### config.mk
export PLATFORM = sky130hd
export DESIGN_NAME = heater_status_frame_decoder
export DESIGN_NICKNAME = d
export VERILOG_FILES = /design/src/rtl/hsfd_pkg.sv /design/src/rtl/hsfd_front.sv /design/src/rtl/hsfd_fifo.sv /design/src/rtl/hsfd_back.sv /design/src/rtl/heater_status_frame_decoder.sv
export SDC_FILE = /design/constraint.sdc
export NUM_CORES = 1
export LEC_CHECK = 0
export BUFFER_PORTS_ARGS = -buffer_cell sky130_fd_sc_hd__clkbuf_2
export CORE_ASPECT_RATIO = 1.5
export CORE_MARGIN = 2
export CORE_UTILIZATION = 30
export DETAILED_ROUTE_END_ITERATION = 10
export REMOVE_ABC_BUFFERS = 1
export SETUP_SLACK_MARGIN = 0.3
export SYNTH_ARGS = -nofsm -noshare
export SYNTH_HDL_FRONTEND = slang
export SYNTH_HIERARCHICAL = 1
export SYNTH_SLANG_ARGS = --single-unit
### constraint.sdc
create_clock -name i_clk -period 13.8 [get_ports i_clk]
set_input_delay 0.69 -clock i_clk [delete_from_list [all_inputs] [get_ports i_clk]]
set_output_delay 0.69 -clock i_clk [all_outputs]
set_load 0.01 [all_outputs]
### src/rtl/hsfd_pkg.sv
// ----------------------------------------------------------------------------
// hsfd_pkg
// Shared types, constants and the CRC byte update for the heater status
// frame decoder.
// ----------------------------------------------------------------------------
package hsfd_pkg;

    localparam int FRAME_BYTES = 24;
    localparam int CRC_SPAN    = 19;

    localparam int IDX_W = 5;
    localparam logic [IDX_W-1:0] IDX_MAX = '1;

    localparam int CAP_N = 11;
    localparam int CAP_W = $clog2(CAP_N);

    // Frame positions of the kept bytes, in capture slot order.
    localparam logic [IDX_W-1:0] CAP_POS [CAP_N] = '{
        5'd6, 5'd7, 5'd9, 5'd10, 5'd12, 5'd13, 5'd14, 5'd15, 5'd19, 5'd20, 5'd22
    };

    localparam logic [CAP_W-1:0] CAP_HEATER  = 4'd0;
    localparam logic [CAP_W-1:0] CAP_POWER   = 4'd1;
    localparam logic [CAP_W-1:0] CAP_VOLT    = 4'd2;
    localparam logic [CAP_W-1:0] CAP_AMBIENT = 4'd3;
    localparam logic [CAP_W-1:0] CAP_CASE    = 4'd4;
    localparam logic [CAP_W-1:0] CAP_SETP    = 4'd5;
    localparam logic [CAP_W-1:0] CAP_MODE    = 4'd6;
    localparam logic [CAP_W-1:0] CAP_PUMP    = 4'd7;
    localparam logic [CAP_W-1:0] CAP_CRC_HI  = 4'd8;
    localparam logic [CAP_W-1:0] CAP_CRC_LO  = 4'd9;
    localparam logic [CAP_W-1:0] CAP_RSSI    = 4'd10;

    localparam logic [15:0] CRC_INIT  = 16'hFFFF;
    localparam logic [15:0] CRC_POLY  = 16'hA001;
    localparam logic [7:0]  MODE_AUTO = 8'h32;
    localparam logic signed [8:0] RSSI_OFFSET = 9'sd74;

    localparam int FIFO_DEPTH = 4;
    localparam int FIFO_AW    = $clog2(FIFO_DEPTH);

    localparam int OUT_DATA_W = 72;

    typedef enum logic [1:0] {
        ST_OK      = 2'd0,
        ST_CRC_ERR = 2'd1,
        ST_LEN_ERR = 2'd2
    } t_status;

    // One tagged byte between the front and the back.
    typedef struct packed {
        logic [IDX_W-1:0] pos;
        logic             last;
        logic [7:0]       data;
    } t_item;

    typedef struct packed {
        logic [8:0] rssi_dbm;
        logic [7:0] pump_freq_tenths;
        logic       auto_mode;
        logic [7:0] setpoint;
        logic [7:0] case_temp;
        logic [7:0] ambient_temp;
        logic [7:0] voltage_tenths;
        logic [7:0] power_level;
        logic [7:0] heater_state;
    } t_result;

    function automatic logic [15:0] crc_byte(input logic [15:0] c, input logic [7:0] b);
        logic [15:0] v;
        v = c ^ {8'h00, b};
        for (int k = 0; k < 8; k++) begin
            if (v[0]) begin
                v = (v >> 1) ^ CRC_POLY;
            end else begin
                v = v >> 1;
            end
        end
        return v;
    endfunction

endpackage

### src/rtl/hsfd_front.sv
// ----------------------------------------------------------------------------
// hsfd_front
// Accepts frame bytes and tags each with its position in the frame.
// ----------------------------------------------------------------------------
module hsfd_front (
    input  logic          i_clk,
    input  logic          i_rst_n,
    input  logic          i_valid,
    output logic          o_ready,
    input  logic [7:0]    i_data,
    input  logic          i_last,
    input  logic          i_q_ready,
    output logic          o_push,
    output hsfd_pkg::t_item o_item
);
    import hsfd_pkg::*;

    logic [IDX_W-1:0] r_byte_index;
    logic [IDX_W-1:0] n_byte_index;

    assign o_ready = i_q_ready;
    assign o_push  = i_valid && i_q_ready;

    always_comb begin
        o_item.pos  = r_byte_index;
        o_item.last = i_last;
        o_item.data = i_data;
    end

    // The count saturates so that an overlong frame still ends in a length error.
    always_comb begin
        n_byte_index = r_byte_index;
        if (o_push) begin
            if (i_last) begin
                n_byte_index = '0;
            end else if (r_byte_index != IDX_MAX) begin
                n_byte_index = r_byte_index + 1'b1;
            end
        end
    end

    always_ff @(posedge i_clk) begin
        if (!i_rst_n) begin
            r_byte_index <= '0;
        end else begin
            r_byte_index <= n_byte_index;
        end
    end

    a_index_restart: assert property (@(posedge i_clk) disable iff (!i_rst_n)
        (o_push && i_last) |=> (r_byte_index == '0))
        else $error("byte index did not restart after the last byte");

endmodule

### src/rtl/hsfd_fifo.sv
// ----------------------------------------------------------------------------
// hsfd_fifo
// Short queue of tagged bytes between the front and the back.
// ----------------------------------------------------------------------------
module hsfd_fifo (
    input  logic          i_clk,
    input  logic          i_rst_n,
    input  logic          i_push,
    input  hsfd_pkg::t_item i_item,
    output logic          o_ready,
    output logic          o_valid,
    input  logic          i_pop,
    output hsfd_pkg::t_item o_item
);
    import hsfd_pkg::*;

    t_item r_mem [FIFO_DEPTH];
    logic [FIFO_AW-1:0] r_wr_ptr;
    logic [FIFO_AW-1:0] r_rd_ptr;
    logic [FIFO_AW:0]   r_count;
    logic               do_pop;

    assign o_ready = (r_count != FIFO_DEPTH[FIFO_AW:0]);
    assign o_valid = (r_count != '0);
    assign o_item  = r_mem[r_rd_ptr];
    assign do_pop  = i_pop && o_valid;

    always_ff @(posedge i_clk) begin
        if (i_push) begin
            r_mem[r_wr_ptr] <= i_item;
        end
    end

    always_ff @(posedge i_clk) begin
        if (!i_rst_n) begin
            r_wr_ptr <= '0;
            r_rd_ptr <= '0;
            r_count  <= '0;
        end else begin
            if (i_push) begin
                r_wr_ptr <= r_wr_ptr + 1'b1;
            end
            if (do_pop) begin
                r_rd_ptr <= r_rd_ptr + 1'b1;
            end
            unique case ({i_push, do_pop})
                2'b10:   r_count <= r_count + 1'b1;
                2'b01:   r_count <= r_count - 1'b1;
                default: r_count <= r_count;
            endcase
        end
    end

    a_no_overflow: assert property (@(posedge i_clk) disable iff (!i_rst_n)
        !(i_push && !o_ready))
        else $error("push into a full queue");

    a_count_bound: assert property (@(posedge i_clk) disable iff (!i_rst_n)
        r_count <= FIFO_DEPTH[FIFO_AW:0])
        else $error("queue count beyond depth");

endmodule

### src/rtl/hsfd_back.sv
// ----------------------------------------------------------------------------
// hsfd_back
// Runs the CRC, keeps the status bytes and registers one result per frame.
// ----------------------------------------------------------------------------
module hsfd_back (
    input  logic                           i_clk,
    input  logic                           i_rst_n,
    input  logic                           i_valid,
    input  hsfd_pkg::t_item                i_item,
    output logic                           o_pop,
    output logic                           o_valid,
    input  logic                           i_ready,
    output hsfd_pkg::t_status              o_status,
    output hsfd_pkg::t_result              o_result
);
    import hsfd_pkg::*;

    logic [15:0] r_crc;
    logic [7:0]  r_cap [CAP_N];
    logic        r_out_valid;
    t_status     r_status;
    t_result     r_result;

    logic        out_free;
    logic        finish;
    t_status     n_status;
    t_result     n_result;
    logic [15:0] expect_crc;
    logic signed [7:0] rssi_raw;
    logic signed [8:0] rssi_half;

    assign out_free = !r_out_valid || i_ready;
    assign o_pop    = i_valid && (!i_item.last || out_free);
    assign finish   = o_pop && i_item.last;

    // A valid frame ends past every kept byte and the CRC span, so the
    // result depends only on what is already stored.
    assign expect_crc = {r_cap[CAP_CRC_HI], r_cap[CAP_CRC_LO]};
    assign rssi_raw   = $signed(r_cap[CAP_RSSI]);
    // Halve toward zero: add one to negative values before the shift.
    assign rssi_half  = $signed({rssi_raw[7], rssi_raw} + {8'd0, rssi_raw[7]}) >>> 1;

    always_comb begin
        n_result = '0;
        if (i_item.pos != IDX_W'(FRAME_BYTES - 1)) begin
            n_status = ST_LEN_ERR;
        end else if (r_crc != expect_crc) begin
            n_status = ST_CRC_ERR;
        end else begin
            n_status                  = ST_OK;
            n_result.heater_state     = r_cap[CAP_HEATER];
            n_result.power_level      = r_cap[CAP_POWER];
            n_result.voltage_tenths   = r_cap[CAP_VOLT];
            n_result.ambient_temp     = r_cap[CAP_AMBIENT];
            n_result.case_temp        = r_cap[CAP_CASE];
            n_result.setpoint         = r_cap[CAP_SETP];
            n_result.auto_mode        = (r_cap[CAP_MODE] == MODE_AUTO);
            n_result.pump_freq_tenths = r_cap[CAP_PUMP];
            n_result.rssi_dbm         = rssi_half - RSSI_OFFSET;
        end
    end

    always_ff @(posedge i_clk) begin
        if (!i_rst_n) begin
            r_crc <= CRC_INIT;
        end else if (o_pop) begin
            if (i_item.last) begin
                r_crc <= CRC_INIT;
            end else if (i_item.pos < IDX_W'(CRC_SPAN)) begin
                r_crc <= crc_byte(r_crc, i_item.data);
            end
        end
    end

    always_ff @(posedge i_clk) begin
        if (o_pop) begin
            for (int j = 0; j < CAP_N; j++) begin
                if (i_item.pos == CAP_POS[j]) begin
                    r_cap[j] <= i_item.data;
                end
            end
        end
    end

    always_ff @(posedge i_clk) begin
        if (!i_rst_n) begin
            r_out_valid <= 1'b0;
        end else if (out_free) begin
            r_out_valid <= finish;
        end
    end

    always_ff @(posedge i_clk) begin
        if (finish) begin
            r_status <= n_status;
            r_result <= n_result;
        end
    end

    assign o_valid  = r_out_valid;
    assign o_status = r_status;
    assign o_result = r_result;

    a_err_zero: assert property (@(posedge i_clk) disable iff (!i_rst_n)
        (r_out_valid && r_status != ST_OK) |-> (r_result == '0))
        else $error("error result carries data");

endmodule

### src/rtl/heater_status_frame_decoder.sv
// ----------------------------------------------------------------------------
// heater_status_frame_decoder
// Decodes received heater status frames into one checked result per frame.
// ----------------------------------------------------------------------------
// Frame bytes enter one per request, with tlast on the final byte, and a new
// byte is taken every cycle while the queue has room. Each byte is tagged with
// its position, passes a four-entry queue and is folded into a CRC-16/MODBUS
// over bytes 0 to 18 by a one-byte-per-cycle update. A result is registered
// as the final byte leaves the queue and may wait there while further bytes
// keep flowing in; only a second frame end meeting an unread result holds the
// queue. tuser carries the status (0 valid, 1 CRC mismatch, 2 length not 24);
// on either error every data field reads zero.
module heater_status_frame_decoder (
    input  logic        i_clk,
    input  logic        i_rst_n,
    input  logic        i_s_axis_tvalid,
    output logic        o_s_axis_tready,
    input  logic [7:0]  i_s_axis_tdata,   // [7:0] rx_byte
    input  logic        i_s_axis_tlast,
    output logic        o_m_axis_tvalid,
    input  logic        i_m_axis_tready,
    // [7:0] heater_state, [15:8] power_level, [23:16] voltage_tenths,
    // [31:24] ambient_temp, [39:32] case_temp, [47:40] setpoint,
    // [48] auto_mode, [56:49] pump_freq_tenths, [65:57] rssi_dbm, rest zero
    output logic [hsfd_pkg::OUT_DATA_W-1:0] o_m_axis_tdata,
    output logic [1:0]  o_m_axis_tuser    // [1:0] status
);
    import hsfd_pkg::*;

    logic    q_ready;
    logic    push;
    t_item   front_item;
    logic    q_valid;
    logic    pop;
    t_item   q_item;
    t_status status;
    t_result result;

    hsfd_front u_front (
        .i_clk     (i_clk),
        .i_rst_n   (i_rst_n),
        .i_valid   (i_s_axis_tvalid),
        .o_ready   (o_s_axis_tready),
        .i_data    (i_s_axis_tdata),
        .i_last    (i_s_axis_tlast),
        .i_q_ready (q_ready),
        .o_push    (push),
        .o_item    (front_item)
    );

    hsfd_fifo u_fifo (
        .i_clk   (i_clk),
        .i_rst_n (i_rst_n),
        .i_push  (push),
        .i_item  (front_item),
        .o_ready (q_ready),
        .o_valid (q_valid),
        .i_pop   (pop),
        .o_item  (q_item)
    );

    hsfd_back u_back (
        .i_clk    (i_clk),
        .i_rst_n  (i_rst_n),
        .i_valid  (q_valid),
        .i_item   (q_item),
        .o_pop    (pop),
        .o_valid  (o_m_axis_tvalid),
        .i_ready  (i_m_axis_tready),
        .o_status (status),
        .o_result (result)
    );

    assign o_m_axis_tdata = {{(OUT_DATA_W - $bits(t_result)){1'b0}}, result};
    assign o_m_axis_tuser = status;

endmodule
# After elaboration in Yosys (flattened, before gate mapping)
# Memory sizes are Yosys's and may differ from the RTL's. A register that Yosys moved wholly into a read port is not among the register bits.
# Cells that the tools add are included.
classes:
  add_sub_neg: 7
  n_lt_le_gt_ge: 1
  eq_ne: 18
  mux: 109
  bitwise_logic: 9
  reduce_logical: 25
op_table:
  columns: ["cell", "n"]
  rows:
  - ["2-to-1 mux 16 bit", 38]
  - ["2-to-1 mux 8 bit", 10]
  - ["OR reduction 8 bit", 10]
  - ["2-to-1 mux 1 bit", 46]
  - ["2-to-1 mux 4 bit", 10]
  - ["equality test 5 x 4 -> 1 bit (second input constant)", 6]
  - ["inverter 2 -> 3 bit", 8]
  - ["!= test 16 bit", 1]
  - ["XOR 16 x 8 -> 16 bit", 1]
  - ["equality test 5 bit (second input constant)", 3]
  - ["equality test 5 x 3 -> 1 bit (second input constant)", 2]
  - ["2-to-1 mux 5 bit", 2]
  - ["!= test 5 bit (second input constant)", 2]
  - ["adder 8 x 2 -> 9 bit", 1]
  - ["subtractor 8 x 8 -> 9 bit (second input constant)", 1]
  - ["equality test 8 x 6 -> 1 bit (second input constant)", 1]
  - ["one-hot mux 3 bit (2 select lines)", 1]
  - ["nonzero test 2 bit", 3]
  - ["adder 5 x 1 -> 5 bit (second input constant)", 1]
  - ["< comparator 5 bit (second input constant)", 1]
  - ["adder 2 x 1 -> 2 bit (second input constant)", 2]
  - ["logical AND 1 bit", 4]
  - ["2-to-1 mux 2 bit", 2]
  - ["AND reduction 2 bit", 2]
  - ["other kinds (9)", 11]
word_totals:
  regBits: 41
  mem_bits_rw: 144
  input_bits: 13
  output_inout_bits: 76
  wordCells: 180
  n_memories: 2
mem_list:
  columns: ["memory", "depth", "width", "rd", "rd_clocked_by_memory_dff", "write_ports", "line", "source"]
  rows:
  - ["u_back.r_cap", 11, 8, 11, 7, 1, "hsfd_back.sv:19", "logic [7:0] r_cap [CAP_N];"]
  - ["u_fifo.r_mem", 4, 14, 1, 1, 1, "hsfd_fifo.sv:17", "t_item r_mem [FIFO_DEPTH];"]

# Depth between registers and ports, before layout
# Gate-level depths: netlist (run 1).
logic_depth:
  word_depth: 47
  depth_mapped: 14

# Hierarchy
# The synthesis (run 1) kept the hierarchy.
by_module_without_submodules:
  columns: ["module", "n_inst", "cells_per_inst", "area_per_inst_um2", "seq_area_each_um2"]
  rows:
  - ["hsfd_back", 1, 409, 6511.2, 5024.8]
  - ["hsfd_fifo", 1, 120, 2519.9, 1861.8]
  - ["hsfd_front", 1, 42, 347.8, 100.1]
  - ["heater_status_frame_decoder", 1, 7, 48.8, 0.0]

# Worst setup path before layout (run 1)
# OpenSTA, ideal clock, no wires.
synth_path:
  kind: "flip-flop to flip-flop"
  from: "register with a tool-made name"
  to: "register, netlist name u_back/o_result[0]"
  setup_ps: 494
  t_arrival_ps: 4229
  t_required_ps: 13306
  slack_ps: 9077
  stages_incl_launch_ff: 8
  path_buffers: 3
  synth_period_minus_slack_ps: 4723
  cell_sequence: "dfxtp_1 > buf_6 > buf_12 > mux4_2 > clkbuf_1 > nand2_1 > nand2_1 > nor2_1"

==> results of run 1 <==
power breakdown:
group | internal (uW) | total (uW) | switching (uW)
clock network | 353 | 621 | 268
registers | 954 | 1010 | 53.8
logic | 198 | 494 | 296
total | 1510 | 2120 | 617
synthesized netlist by cell type (10+ instances only):
| master | number | share of area |
|---|---|---|
| nand2_1 | 24 | 0.0096 |
| and2_1 | 69 | 0.046 |
| inv_1 | 11 | 0.0044 |
| buf_4 | 17 | 0.014 |
| dfxtp_1 | 31 | 0.066 |
| clkbuf_1 | 11 | 0.0044 |
| xnor2_1 | 36 | 0.033 |
| edfxtp_1 | 212 | 0.68 |
| mux4_2 | 10 | 0.024 |
| nor2_1 | 21 | 0.0084 |
| nor3_1 | 13 | 0.0069 |
| o21ai_0 | 20 | 0.011 |
state kept, by name, indices dropped and copies added, names as in the netlist, named ones only:
signal and flops:
u_back/r_crc 16, u_fifo/r_wr_ptr 2, u_fifo/r_count 3, u_back/o_result 66, u_front/r_byte_index 5, u_fifo/r_mem 56
u_back/o_valid 1, u_fifo/r_rd_ptr 2, u_back/r_cap 88, u_back/o_status 2
worst paths after layout:
| kind | start | end | cells past startpoint |
|---|---|---|---|
| min | i_s_axis_tdata[7] | u_fifo/r_mem[2][7] | 1 |
| min reg2reg | u_back/r_cap[2][7] | u_back/o_result[23] | 1 |
| max | flip-flop | u_fifo/r_count[2] | 11 |
| max reg2reg | flip-flop | u_fifo/r_count[2] | 11 |
per-stage QoR:
| step | hold WS (ns) | setup WS [ns] |
|---|---|---|
| final | 0.378 | 10.14 |
| after global routing | 0.369 | 9.77 |
| after CTS | 0.351 | 10.04 |
| after detailed placement | 0.504 | 10.06 |
| after global placement | 0.505 | 10.16 |
| after floorplan | 0.482 | 8.78 |
cell families (layout without fill, tap and decap cells):
kind of cell | count (synthesis) | in the layout | synth area share
multiplexers | 15 | 15 | 0.0361
other | 1 | 6 | 0.000398
flip-flops | 243 | 243 | 0.741
buffers and inverters | 43 | 142 | 0.0267
adder cells (fa/ha/maj) | 10 | 10 | 0.0141
AO/OA/AOI/OAI | 42 | 42 | 0.0269
AND/OR/NAND/NOR | 175 | 175 | 0.104
XOR/XNOR | 49 | 49 | 0.0510
layout make-up:
cell class / count / share of cell area
timing repair buffer: 89 / 0.0422
sequential: 243 / 0.636
clock inverter: 18 / 0.0156
tap: 405 / 0.0462
inverter: 11 / 0.00376
multi-input combinational: 297 / 0.202
clock buffer: 24 / 0.0537
per-layer routing:
metal / track usage / wire [um] / up-vias
met1: 0.116 / 6530 / 2280
met4: 0.0538 / 605 / 2
met5: 0 / 7 / -
met3: 0.0206 / 846 / 38
li1: - / - / 2270
met2: 0.184 / 8680 / 113
==> impl_metrics.json, run 1 <==
{
  "grt_max_degree": 69,
  "die_w_um": 149,
  "ys_async_sr_fraction": 0,
  "grt_pass1_vias": 4800,
  "layout_common_cells": "edfxtp_1, clkbuf_2, and2_1",
  "std_cell_rows": 79,
  "cts_hold_buf": 0,
  "worst_slew_pin_slew_ns": 1.17,
  "gp_congestion": 0.754,
  "clkTransAtPathRegs_ns": 0.07,
  "dr.first_iter.drc_count": 255,
  "leakagePower_uw": 0.00376,
  "root_buffer": "clkbuf_16",
  "fill_cells": 2972,
  "critPathMaxFanout": 16,
  "overflow": 0,
  "p_total_uw": 2120,
  "cts_buffer_depth": 3,
  "port_buffers": 82,
  "cap_violations": 0,
  "clock_latency_ns": 0.53,
  "setup_tns_ns": 0,
  "cts.repair.resized": 0,
  "slowest_stage": "dfxtp_1",
  "yosys_warnings": 6,
  "core_area_um2": 31000,
  "antenna_found_initial": 1,
  "drcViolationCount": 0,
  "slew_violations": 0,
  "start_kind": "flip-flop",
  "insertedDiodeCount": 0,
  "synth-seq-area-share": 0.741,
  "vdd_drop_max_uv": 94.9,
  "seqCellArea_um2": 6990,
  "final_common_cell": "edfxtp_1",
  "dr.pass1.iters": 4,
  "r2r_slack_ns": 10.14,
  "final_area_um2": 11000,
  "end_kind": "flip-flop",
  "rsz0062_at_grt": "false",
  "die_h_um": 221,
  "post_dp_cell_area_um2": 10200,
  "status": "finished clean",
  "fp.dieArea_um2": 32900,
  "vias_per_cell": 4.33,
  "hold_viol_final": 0,
  "critPathArrivalTime_ns": 4.11,
  "cts_tree": "yes",
  "cts_setup_buffers": 0,
  "grt_pass1_wl_um": 26400,
  "nets": 688,
  "cts_sinks": 243,
  "syn_to_final_growth_pct": 16.4,
  "min_period_ns": 3.66,
  "setup-violations-final": 0,
  "layout.cells.non_filler": 1087,
  "synth-seq-cells": 243,
  "io_pins": 89,
  "synth_edf_count": 212,
  "grt_usage": 0.103,
  "cp_num_buf_inv": 2,
  "max_stage_delay_ns": 0.91,
  "max_freq_mhz": 274,
  "ctsHtreeMaxLevel": 1,
  "powerDensity_nw_per_um2": 193,
  "synth_area_per_cell_um2": 16.3,
  "path_cells": "mux4_2 -> nand2_1 -> nand2_1 -> inv_1 -> o31a_1 -> ha_1 -> inv_1 -> fa_1 -> xor2_1 -> or3_1 -> a21boi_0",
  "hp-class": "in2reg",
  "vias": 4703,
  "worstSetupPathType": "reg2reg",
  "cp.required_ns": 14.26,
  "relSlewSlack": 0.212,
  "hpwl_um": 11200,
  "final_util": 0.354,
  "drive_above_1_share": 0.214,
  "cts_made_buffers": 23,
  "multi_input_area_um2": 2220,
  "ys.flop_type": "edfxtp_1",
  "ant_nets": 0,
  "timing.final.crit_share": 0.265,
  "place_inst": 1045,
  "wl_per_cell_um": 15.3,
  "syn-instance-count": 578,
  "cp_top_family": "flip-flops",
  "routed_wl_um": 16700,
  "synth_cell_types": 50,
  "initial_core_util": 0.304,
  "syn-cell-area_um2": 9430,
  "fin_skew_ns": 0.0216
}
Note: power is estimated with default switching activity, not from simulation.
==> run 2: changes to the inputs <==
- clock period: 13.8 -> 3.3 ns (I/O delays scaled with it)
==> impl_metrics.json, run 2 (synthesis gave the netlist of run 1 again) <==
{
  "status": "finished clean",
  "power.share.switching": 0.285,
  "hold_viol_final": 0,
  "fp.dieArea_um2": 32900,
  "dr.first_iter.drc_count": 256,
  "cts_made_buffers": 23,
  "r2r_slack_ns": 0.49,
  "final_util": 0.362,
  "cap_violations": 0,
  "powerDensity_nw_per_um2": 804,
  "cts_tree": "yes",
  "ant_nets": 0,
  "rsz0062_at_grt": "false",
  "critPathArrivalTime_ns": 3.25,
  "hp-class": "in2reg",
  "leakagePower_uw": 0.00392,
  "root_buffer": "clkbuf_16",
  "p_comb_frac": 0.258,
  "core_area_um2": 31000,
  "overflow": 0,
  "wl_per_cell_um": 15.2,
  "die_h_um": 221,
  "reg2reg_to": "u_back/r_crc[0]",
  "drcViolationCount": 0,
  "initial_core_util": 0.304,
  "dr.pass1.iters": 4,
  "hpwl_um": 11800,
  "cts_sinks": 243,
  "min_period_ns": 2.81,
  "ctsHtreeMaxLevel": 1,
  "holdPathEnd": "u_front/r_byte_index[2]",
  "worst_slew_pin_slew_ns": 0.763,
  "fill_cells": 2966,
  "critPathMaxFanout": 11,
  "slew_violations": 0,
  "grt_max_degree": 66,
  "routed_wl_um": 17000,
  "grt_pass1_vias": 4917,
  "vias_per_cell": 4.32,
  "p_clk_frac": 0.279,
  "p_int_uw": 6460,
  "std_cell_rows": 79,
  "relSlewSlack": 0.491,
  "grt_pass1_wl_um": 26600,
  "die_w_um": 149,
  "end_kind": "flip-flop",
  "port_buffers": 82,
  "p_seq_frac": 0.462,
  "worstSetupPathType": "reg2reg",
  "p_sw_uw": 2580,
  "hp-start": "i_s_axis_tvalid",
  "multi_input_area_um2": 2220,
  "setup-violations-final": 0,
  "cp.required_ns": 3.74,
  "vias": 4834,
  "clkTransAtPathRegs_ns": 0.06,
  "vdd_drop_max_uv": 378,
  "gp_congestion": 0.802,
  "seqCellArea_um2": 6990,
  "io_pins": 89,
  "clock_latency_ns": 0.50,
  "cts.repair.resized": 0,
  "grt_usage": 0.104,
  "layout_common_cells": "edfxtp_1, clkbuf_2, and2_1",
  "drive_above_1_share": 0.228,
  "place_ws_ns": 0.487,
  "insertedDiodeCount": 0,
  "timing.final.crit_share": 0.853,
  "r2r_cells": 8,
  "max_freq_mhz": 355,
  "start_kind": "flip-flop",
  "fin_skew_ns": 0.0111,
  "final_common_cell": "edfxtp_1",
  "cts_setup_buffers": 0,
  "hold_depth": 4,
  "cts_buffer_depth": 3,
  "final.setup.worst_slack_ns": 0.487,
  "largest_reg_flops": 88,
  "antenna_found_initial": 0,
  "syn_to_final_growth_pct": 19.3,
  "setup_tns_ns": 0,
  "largest-register": "u_back/r_cap",
  "nets": 722,
  "p_total_uw": 9040
}
-- run 2: changes by cell type in the layout (fill, tap and decap cells not counted), moves of 2 or more --
| cell | delta |
|---|---|
| clkbuf_8 | +4 |
| clkbuf_1 | +9 |
| clkinv_2 | -5 |
| buf_12 | +2 |
| buf_4 | +23 |
| dlygate4sd3_1 | +9 |
| clkinvlp_4 | -3 |
| clkinv_1 | -2 |
-- run 2: stage by stage --
stage,cell area [um^2],instances,hold slack [ns]
CTS,11200,1120,0.0527
detailed placement,10400,1070,0.387
floorplan,9240,551,0.227
finish,11200,1120,0.0752
global placement,10400,1070,0.384
global route,11200,1120,0.0868
-- run 2: worst max-delay path, cell delays in order (launching register included) --
cell	delay, ns
dfxtp_1	0.34
buf_4	0.25
mux4_1	0.63
xnor2_1	0.24
xnor3_1	0.46
xnor3_2	0.29
xor3_1	0.36
o2bb2ai_1	0.13
nand2_1	0.06
-- run 2: power groups by stage --
stage          registers (uW)  logic [uW]  clock network, uW
2_1_floorplan            4370        1310                  0
3_3_place_gp             4250        2340                  0
3_5_place_dp             4260        2370                  0
4_1_cts                  4190        2380               2610
5_1_grt                  4220        2550               2730
6_report                 4180        2330               2530
-- run 2: final cells by class --
class                           count  share of cell area
Clock buffer                       37              0.0603
Clock inverter                      4             0.00445
Tap cell                          405              0.0451
Inverter                           11             0.00367
Sequential cell                   243               0.621
Timing Repair Buffer              123              0.0681
Multi-Input combinational cell    297               0.197
-- run 2: how the worst max path moves through the flow --
stage	from	end	slack (ns)
6_report	flip-flop	u_back/r_crc[0]	0.49
5_1_grt	flip-flop	u_back/r_crc[0]	0.35
4_1_cts	flip-flop	u_back/r_crc[0]	0.47
3_5_place_dp	flip-flop	u_back/r_crc[0]	0.49
3_3_place_gp	flip-flop	u_back/r_crc[0]	0.53
2_1_floorplan	flip-flop	u_back/o_result[0]	-1.72
-- run 2: timing repair --
action,4_1_cts,5_1_grt
endpoints found under the hold margin,36,0
hold buffers,9,0
setup endpoints to repair,0,0
-- run 2: layer usage --
layer	wire, um	track usage	up-vias
li1	-	-	2339
met1	6620	0.114	2371
met2	9290	0.201	97
met3	711	0.0155	27
met4	408	0.0344	0
met5	0	0	-
==> run 3: changes to the inputs <==
- CORE_MARGIN: 2 -> 8
- clock period: 3.3 -> 3.1 ns (I/O delays scaled with it)
==> impl_metrics.json, run 3 (synthesis gave the netlist of run 1 again) <==
{
  "status": "finished clean",
  "syn_to_final_growth_pct": 19.9,
  "reg2reg_to": "u_back/r_crc[0]",
  "r2r_cells": 8,
  "place_ws_ns": 0.300,
  "critPathMaxFanout": 13,
  "grt_max_degree": 69,
  "rsz0062_at_grt": "false",
  "drcViolationCount": 0,
  "p_comb_frac": 0.263,
  "initial_core_util": 0.304,
  "slew_violations": 0,
  "relSlewSlack": 0.485,
  "gp_congestion": 0.778,
  "fp.dieArea_um2": 37500,
  "overflow": 0,
  "end_kind": "flip-flop",
  "layout.cells.non_filler": 1123,
  "hpwl_um": 12100,
  "min_period_ns": 2.64,
  "ant_nets": 0,
  "worstSetupPathType": "reg2reg",
  "cap_violations": 0,
  "wl_per_cell_um": 15.7,
  "ctsHtreeMaxLevel": 1,
  "dr.first_iter.drc_count": 296,
  "largest_reg_flops": 88,
  "cts_sinks": 243,
  "p_sw_uw": 2860,
  "grt_pass1_vias": 5037,
  "p_clk_frac": 0.280,
  "leakagePower_uw": 0.00395,
  "r2r_slack_ns": 0.46,
  "insertedDiodeCount": 0,
  "clkTransAtPathRegs_ns": 0.06,
  "hp-class": "in2reg",
  "vdd_drop_max_uv": 369,
  "die_w_um": 161,
  "core_area_um2": 31000,
  "nets": 725,
  "hold_viol_final": 0,
  "antenna_found_initial": 0,
  "layout_common_cells": "edfxtp_1, clkbuf_2, and2_1",
  "final_common_cell": "edfxtp_1",
  "cts_buffer_depth": 3,
  "grt_usage": 0.0945,
  "powerDensity_nw_per_um2": 860,
  "fin_skew_ns": 0.0107,
  "vias": 4820,
  "final.setup.worst_slack_ns": 0.458,
  "setup_tns_ns": 0,
  "cts_made_buffers": 24,
  "largest-register": "u_back/r_cap",
  "cp.required_ns": 3.56,
  "slowest_stage": "mux4_2",
  "io_pins": 89,
  "max_stage_delay_ns": 0.55,
  "p_seq_frac": 0.458,
  "final_area_um2": 11300,
  "hp-start": "i_rst_n",
  "start_kind": "flip-flop",
  "drive_above_1_share": 0.242,
  "die_h_um": 233,
  "root_buffer": "clkbuf_16",
  "p_int_uw": 6860,
  "max_freq_mhz": 378,
  "path_cells": "buf_12 -> mux4_2 -> xnor2_2 -> xnor2_1 -> xnor3_2 -> xor3_1 -> o2bb2ai_1 -> nand2_1",
  "hold_depth": 2,
  "place_inst": 1069,
  "dr.pass1.iters": 4,
  "routed_wl_um": 17700,
  "holdPathEnd": "u_back/r_crc[0]",
  "timing.final.crit_share": 0.852,
  "std_cell_rows": 79,
  "grt_pass1_wl_um": 27800,
  "worst_slew_pin_slew_ns": 0.772,
  "critPathArrivalTime_ns": 3.10,
  "holdWs_ns": 0.122,
  "post_dp_cell_area_um2": 10400,
  "clock_latency_ns": 0.53,
  "port_buffers": 82,
  "setup-violations-final": 0,
  "cts_tree": "yes",
  "vias_per_cell": 4.29,
  "power.share.switching": 0.295
}
run 3: cell count changes in the layout (fill, tap and decap cells not counted), sizes merged:
cell,delta
clkbuf,-9
clkinv,+6
clkinvlp,+3
dlygate4sd3,+2
inv,+1
run 3: area by class of cell:
cell class	instances	area [um^2]
Tap cell	405	507
Fill cell	2978	19700
Inverter	11	41.3
Sequential cell	243	6990
Clock inverter	14	123
Clock buffer	28	616
Multi-Input combinational cell	297	2250
Timing Repair Buffer	125	786
run 3: worst max-delay path by stage:
stage | from | to | slack, ns | depth (start not counted)
6_report | flip-flop | u_back/r_crc[0] | 0.46 | 8
5_1_grt | flip-flop | u_fifo/r_count[2] | 0.35 | 11
4_1_cts | flip-flop | u_back/r_crc[0] | 0.33 | 8
3_5_place_dp | flip-flop | u_back/r_crc[0] | 0.30 | 8
3_3_place_gp | flip-flop | u_back/r_crc[0] | 0.34 | 8
2_1_floorplan | flip-flop | u_back/o_result[0] | -1.92 | 4
run 3: layer usage:
metal,part of all wire,vias to the layer above,GRT usage
li1,-,2346,-
met1,0.39,2339,0.0986
met2,0.53,103,0.177
met3,0.049,32,0.0197
met4,0.031,0,0.0461
met5,0,-,0
run 3: per-stage QoR:
step	total power (uW)	util
2_1_floorplan	6050	-
3_3_place_gp	7040	0.336
3_5_place_dp	7080	0.336
4_1_cts	9860	0.364
5_1_grt	10200	0.364
6_report	9720	0.364
run 3: power groups by stage:
| stage | Sequential [uW] | Combinational (uW) | Clock [uW] |
|---|---|---|---|
| after global routing | 4500 | 2790 | 2920 |
| after floorplan | 4660 | 1400 | 0 |
| final | 4450 | 2550 | 2720 |
| after global placement | 4520 | 2530 | 0 |
| after CTS | 4460 | 2580 | 2820 |
| after detailed placement | 4530 | 2550 | 0 |
run 3: critical path, delay by kind of cell, from the launching register on:
| kind | cells | cell delay, ns |
|---|---|---|
| multiplexers | 1 | 0.55 |
| XOR/XNOR | 4 | 1.28 |
| buffers and inverters | 1 | 0.17 |
| AND/OR/NAND/NOR | 1 | 0.07 |
| AO/OA/AOI/OAI | 1 | 0.14 |
| flip-flops | 1 | 0.36 |
run 3: repair_timing:
item                                   in CTS  in global routing
buffers inserted                            1                  0
setup endpoints to repair                   1                  2
endpoints found under the hold margin      39                  0
hold buffers                               11                  0
cloned                                      0                  0
pin swaps                                   1                  0
gates resized for setup                     1                  6
